`src/rtl/core/ppp_queue.sv`:
```
`default_nettype none

module ppp_queue #(
  parameter int DataW = 8,
  parameter int Depth = 4
) (
  input  wire              clk_i,
  input  wire              rst_ni,
  input  wire              push_i,
  input  wire [DataW-1:0]  data_i,
  output logic             full_o,
  input  wire              pop_i,
  output logic             empty_o,
  output logic [DataW-1:0] data_o
);
  localparam int PtrW = (Depth > 1) ? $clog2(Depth) : 1;
  localparam int CntW = $clog2(Depth + 1);

  logic [DataW-1:0] mem_q [Depth];
  logic [PtrW-1:0]  wr_q, rd_q;
  logic [CntW-1:0]  cnt_q;
  logic             do_push, do_pop;

  assign full_o  = (cnt_q == CntW'(Depth));
  assign empty_o = (cnt_q == '0);
  assign do_push = push_i && !full_o;
  assign do_pop  = pop_i && !empty_o;
  assign data_o  = mem_q[rd_q];

  // storage
  always_ff @(posedge clk_i) begin
    if (do_push) begin
      mem_q[wr_q] <= data_i;
    end
  end

  // pointers and fill count
  always_ff @(posedge clk_i or negedge rst_ni) begin
    if (!rst_ni) begin
      wr_q  <= '0;
      rd_q  <= '0;
      cnt_q <= '0;
    end else begin
      if (do_push) begin
        wr_q <= (wr_q == PtrW'(Depth - 1)) ? '0 : wr_q + PtrW'(1);
      end
      if (do_pop) begin
        rd_q <= (rd_q == PtrW'(Depth - 1)) ? '0 : rd_q + PtrW'(1);
      end
      cnt_q <= cnt_q + CntW'(do_push) - CntW'(do_pop);
    end
  end

endmodule

`default_nettype wire

```
`config.mk`:
```
export PLATFORM = sky130hd
export DESIGN_NAME = ppp_queue
export DESIGN_NICKNAME = d
export VERILOG_FILES = /design/src/rtl/core/ppp_queue.sv
export SDC_FILE = /design/constraint.sdc
export NUM_CORES = 1
export LEC_CHECK = 0
export BUFFER_PORTS_ARGS = -buffer_cell sky130_fd_sc_hd__buf_2
export CORE_UTILIZATION = 45
export CTS_BUF_LIST = sky130_fd_sc_hd__clkbuf_4 sky130_fd_sc_hd__clkbuf_8 sky130_fd_sc_hd__clkbuf_16
export CTS_CLUSTER_SIZE = 12
export DETAILED_ROUTE_END_ITERATION = 10
export GPL_ROUTABILITY_DRIVEN = 0
export PLACE_DENSITY_LB_ADDON = 0.2
export SYNTH_ARGS = -nofsm -noshare
export SYNTH_HDL_FRONTEND = slang
export SYNTH_SLANG_ARGS = --single-unit
```
`constraint.sdc`:
```
create_clock -name clk_i -period 1.82 [get_ports clk_i]
set_input_delay 0.364 -clock clk_i [delete_from_list [all_inputs] [get_ports clk_i]]
set_output_delay 0.364 -clock clk_i [all_outputs]
set_load 0.03 [all_outputs]
```
==> results of run 1 <==
-- where the power goes --
part           internal, mW  leakage (nW)  switching (mW)
combinational         0.932         0.406           0.778
clock                 0.289        0.0452           0.274
sequential             1.21         0.373           0.158
-- through the flow --
stage          area (um2)  utilization [%]  cells  TNS [ns]
3_3_place_gp         1867            55.51    155   -0.1110
5_1_grt              2108            62.69    171    -1.578
2_1_floorplan        1633                -     81   -0.5616
3_5_place_dp         1867            55.51    155   -0.2202
6_report             2108            62.69    171   -0.9699
4_1_cts              2063            61.35    168    -1.052
-- cells by family (layout without fill, tap and decap cells) --
group	after synthesis	count (layout)	synth area share [%]
flops	39	39	70.88
mux	11	11	13.58
buf+inv	9	53	2.186
xor+xnor	2	2	1.093
simple gates	11	11	5.152
compound gates	1	1	0.3906
fa+ha+maj	8	8	6.713
-- layer usage --
layer | routed length [um] | vias up | global-route usage [%] | part of all wire, %
met5 | 0 | - | 0 | 0
met4 | 57 | 0 | 10.48 | 2.4
met3 | 88 | 5 | 3.782 | 3.6
met2 | 1182 | 16 | 24.58 | 49
met1 | 1094 | 391 | 19.46 | 45
li1 | - | 392 | - | -
-- worst reg2reg max path: cells and delay by family, from the launching register on --
kind	cells	cell delay, ns
adders and majority gates	3	0.74
DFF	1	0.45
and+or+nand+nor	2	0.34
xor gates and xnor gates	2	0.31
buffers and inverters	2	0.07
-- worst max-delay path by stage --
stage / from / to / slack (ns) / cells after the start
after global placement: cnt_q[2] / cnt_q[2] / -0.11 / 9
after global routing: cnt_q[1] / cnt_q[2] / -0.29 / 9
final: cnt_q[1] / cnt_q[2] / -0.18 / 9
after CTS: cnt_q[1] / cnt_q[2] / -0.19 / 9
after floorplan: cnt_q[0] / cnt_q[2] / -0.35 / 9
after detailed placement: cnt_q[2] / cnt_q[2] / -0.19 / 9
-- cells in the mapped netlist --
| library cell | number |
|---|---|
| edfxtp_1 | 32 |
| mux4_2 | 8 |
| dfrtp_1 | 7 |
| ha_1 | 7 |
| inv_1 | 7 |
| and2_1 | 4 |
| mux2_2 | 2 |
| nor2_1 | 2 |
| xnor2_1 | 2 |
| buf_2 | 1 |
| clkbuf_1 | 1 |
| fa_1 | 1 |
| mux2_4 | 1 |
| nand2_1 | 1 |
| nand2b_4 | 1 |
| nor2b_2 | 1 |
| nor3_1 | 1 |
| nor3b_4 | 1 |
| o22ai_1 | 1 |
-- registers in the layout (all words and copies together) (netlist names) --
| name | count |
|---|---|
| cnt_q | 3 |
| mem_q | 32 |
| rd_q | 2 |
| wr_q | 2 |
-- cell type report --
type | instances | area (um2) | share of cell area [%]
timing repair buffer | 38 | 325.3 | 15.43
clock inverter | 3 | 43.79 | 2.077
sequential | 39 | 1140 | 54.07
clock buffer | 5 | 37.54 | 1.780
inverter | 7 | 26.28 | 1.246
tap | 46 | 57.56 | 2.730
multi-input combinational | 33 | 478.0 | 22.67
-- repair_timing --
action | CTS | global route
setup buffers | 4 | 2
endpoints found under the setup margin | 10 | 11
hold endpoints to repair | 7 | 0
resized for setup | 21 | 2
pin swaps | 2 | 2
cloned | 0 | 1
hold buffers | 1 | 0
==> results.txt, run 1 <==
Post-layout min period -> 1.995 ns
Sequential area share after synthesis -> 70.88%
GRT Resource Usage Total -> 15.70%
FF-to-FF End -> cnt_q[2]
Total I/O pin count -> 22
Cell chain of the critical path -> nor3_4 > nand2b_4 > inv_2 > ha_4 > inv_2 > ha_4 > fa_2 > xnor2_2 > xnor2_1
Synthesized Nets -> 101
Peak VDD IR -> 0.0007475 V
Final critical-path setup slack -> -0.1752 ns
# setup viols final -> 10
DR vias/cell -> 4.702
Max stage delay on crit path -> 0.45 ns
Die height -> 61.68 um
RSZ-0062 raised after global routing -> yes
CP required -> 2.08 ns
Hold Crit Class -> input pin to register
WHS Endpoint -> mem_q[1][0]
R2R Setup Slk -> -0.18 ns
Longest Clk Path Bufs -> 2
Antenna Nets Post-Route -> 0
Crit path capture type -> register
Port buffer count -> 21
Most frequent cells in the layout -> edfxtp_1, buf_4, buf_2
Seq cells post-synth -> 39
Final wirelength -> 2.422 mm
Die width -> 61.68 um
Layout cell share with drive strength beyond 1 -> 56.00%
Synth top area cells -> edfxtp_1, mux4_2, dfrtp_1
First-pass GRT wire length -> 3.891 mm
Setup WS pre-CTS -> -0.1886 ns
Total number of vias -> 804
Vias in the first global route -> 799
CP Buf/Inv Count -> 2
Worst setup path category -> register to register
# diodes -> 0
Htree depth -> 2
Clock root buffer -> clkbuf_4
Worst Tran Pin Value -> 0.4263 ns
Initial DRT Pass Iterations -> 4
Netlist cell types -> 19
Worst Hold Depth -> 1
CP Launch Type -> register
Worst-path clk slew -> 0.12 ns
Skew-Pair Late Insertion Delay -> 0.34 ns
Commonest non-fill, non-tap cell in the layout -> edfxtp_1
Clock tree from TritonCTS -> yes
Avg Cell Area, Syn -> 19.79 um2
Leakage -> 0.8243 nW
Core Region -> 3363 um2
Outcome -> finished with violations
Gr ovfl total -> 0
RR Startpoint -> cnt_q[1]
Total power -> 3.642 mW
Initial Utilization -> 47.66%
Largest net degree at the start of global routing -> 14
Total CTS buffers -> 5
Max Clock Freq -> 0.5012 GHz
Synthesized area -> 1603 um2
DRC errors left -> 0
Slew Viols, Final -> 0
Arrival @ worst endpoint -> 2.26 ns
Area leader, netlist -> edfxtp_1
Violated checks -> negative setup slack
Setup Skew -> 0.01177 ns
Avg WL per Cell -> 14.16 um
DP Wirelength -> 1.635 mm
Initial antenna violation count -> 0
DR iter-0 viols -> 17
Max stage delay cell, worst path -> dfrtp_2
# fillers -> 271
Worst hold slack -> 0.2246 ns
Cell count after synthesis -> 81
Slew HR -> 71.58%
Synthesis-to-finish area growth -> 31.54%
R2R cell count -> 9
Clk sinks -> 39
CP delay by family, top -> adder cells
Hold Violations, Final -> 0
Crit-path max FO -> 2
Synth Warn # -> 0
Nets@finish -> 144
Number of max-cap violations -> 0
Tcrit/Tclk final -> 109.6%
Fraction of post-synthesis cell area in the top cell type by area -> 59.95%
Power per cell area -> 1728 nW/um2
Min-delay src -> data_i[0]
Die ar. -> 3804 um2
Row count -> 21
(Power assumes the default switching activity.)
==> inputs of run 2 (changes only) <==
--- a/config.mk
+++ b/config.mk
@@ -6,7 +6,7 @@
 export NUM_CORES = 1
 export LEC_CHECK = 0
 export BUFFER_PORTS_ARGS = -buffer_cell sky130_fd_sc_hd__buf_2
-export CORE_UTILIZATION = 45
+export CORE_UTILIZATION = 35
 export CTS_BUF_LIST = sky130_fd_sc_hd__clkbuf_4 sky130_fd_sc_hd__clkbuf_8 sky130_fd_sc_hd__clkbuf_16
 export CTS_CLUSTER_SIZE = 12
 export DETAILED_ROUTE_END_ITERATION = 10
==> constraint.sdc (replaced) <==
create_clock -name clk_i -period 1.82 [get_ports clk_i]
set_input_delay 0.091 -clock clk_i [delete_from_list [all_inputs] [get_ports clk_i]]
set_output_delay 0.091 -clock clk_i [all_outputs]
set_load 0.03 [all_outputs]
==> results.txt, run 2 (synthesis results as in run 1) <==
# diodes -> 0
# fillers -> 399
Nets@finish -> 140
Total number of vias -> 825
Power per cell area -> 1655 nW/um2
Max reg flops -> 32
DRC errors left -> 0
Leakage -> 0.7703 nW
Arrival @ worst endpoint -> 2.16 ns
Final critical-path setup slack -> -0.1705 ns
Gr ovfl total -> 0
DP Wirelength -> 1.709 mm
Avg WL per Cell -> 14.74 um
Crit path capture type -> register
Worst hold slack -> 0.01645 ns
Die ar. -> 4854 um2
Total CTS buffers -> 5
Initial antenna violation count -> 0
Clock tree from TritonCTS -> yes
Skew-Pair Late Insertion Delay -> 0.28 ns
Largest net degree at the start of global routing -> 14
Core Region -> 4384 um2
Initial Utilization -> 36.56%
Antenna Nets Post-Route -> 0
First-pass GRT wire length -> 4.347 mm
Util after Layout -> 45.78%
Final setup TNS -> -0.1922 ns
Most flops, register -> mem_q
Htree depth -> 2
Hold Violations, Final -> 0
Setup WS pre-CTS -> -0.1769 ns
Worst Tran Pin Value -> 0.4489 ns
Final wirelength -> 2.550 mm
Total power -> 3.322 mW
Die width -> 69.67 um
Commonest non-fill, non-tap cell in the layout -> edfxtp_1
Vias in the first global route -> 927
Worst setup path category -> register to register
DR iter-0 viols -> 53
Violated checks -> negative setup slack
Biggest regs -> mem_q (32), cnt_q (3)
Slew HR -> 70.07%
Initial DRT Pass Iterations -> 3
CP required -> 1.99 ns
Post-layout min period -> 1.991 ns
Layout cell share with drive strength beyond 1 -> 54.55%
Crit-path max FO -> 3
Worst-path clk slew -> 0.08 ns
Max Clock Freq -> 0.5024 GHz
Clock root buffer -> clkbuf_8
Die height -> 69.67 um
Peak VDD IR -> 0.0006037 V
CP Launch Type -> register
Clk sinks -> 39
RSZ-0062 raised after global routing -> yes
Synthesis-to-finish area growth -> 25.21%
Outcome -> finished with violations
Tcrit/Tclk final -> 109.4%
DR vias/cell -> 4.769
Hold Crit Class -> input pin to register
Setup Skew -> 0.006367 ns
Port buffer count -> 21
Row count -> 24
Longest Clk Path Bufs -> 2
Most frequent cells in the layout -> edfxtp_1, buf_2, buf_4
Number of max-cap violations -> 0
Slew Viols, Final -> 0
GRT Resource Usage Total -> 12.49%
# setup viols final -> 2
Total I/O pin count -> 22
==> run 2: cell types whose count changed in the layout (fill, tap and decap cells not counted), moves of 2 or more <==
cell / before / now
buf_2: 12 / 21
buf_6: 10 / 1
clkbuf_4: 5 / 0
clkbuf_8: 0 / 5
buf_4: 13 / 11
clkinvlp_4: 0 / 2
==> run 2: repair_timing <==
item	4_1_cts	5_1_grt
endpoints found under the setup margin	10	2
gates resized for setup	5	0
pin swaps	2	1
hold endpoints to repair	7	0
buffers inserted	3	0
hold buffers	1	0
==> run 2: area by class of cell <==
class	count	area, um2	share of cell area, %
flip-flops and latches	39	1140	56.80
well taps	52	65.06	3.242
clock inverters	3	20.02	0.9975
inverters	7	26.28	1.309
clock buffers	5	68.82	3.429
multi-input cells	33	478.0	23.82
repair buffers	34	209.0	10.41
==> run 2: worst max-delay path: stages (launching register included) <==
cell	delay (ns)
dfrtp_1	0.42
nor3_4	0.20
nand2b_4	0.15
inv_2	0.04
ha_4	0.25
inv_2	0.04
ha_4	0.14
fa_2	0.35
xnor2_2	0.15
xnor2_1	0.12
==> run 2: per-layer routing <==
metal,routed length (um),up-vias,global-route usage [%]
met5,0,-,0
met4,64,0,8.000
met3,77,5,2.762
met2,1285,16,20.82
met1,1123,425,14.55
li1,-,379,-
==> run 2: power breakdown <==
part | total [mW] | switching [mW] | leakage [nW] | internal [mW]
Clock | 0.561 | 0.295 | 0.0402 | 0.266
Sequential | 1.44 | 0.223 | 0.373 | 1.21
Combinational | 1.33 | 0.672 | 0.357 | 0.654
Total | 3.32 | 1.19 | 0.770 | 2.13
==> run 2: path summary, 6_finish.rpt <==
check	startpoint	endpoint	slack, ns	depth (start not counted)
worst max-delay path	cnt_q[2]	cnt_q[2]	-0.17	9
max in group asynchronous	rst_ni	rd_q[0]	1.48	2
worst min register to register	cnt_q[0]	cnt_q[0]	0.62	1
worst max register to register	cnt_q[2]	cnt_q[2]	-0.17	9
min in group asynchronous	rst_ni	wr_q[1]	0.17	2
worst min-delay path	data_i[1]	mem_q[2][1]	0.02	1
==> run 2: metrics by stage <==
step / area [um2] / cells
5_1_grt: 2007 / 173
3_3_place_gp: 1862 / 161
6_report: 2007 / 173
3_5_place_dp: 1862 / 161
4_1_cts: 2007 / 173
2_1_floorplan: 1633 / 81
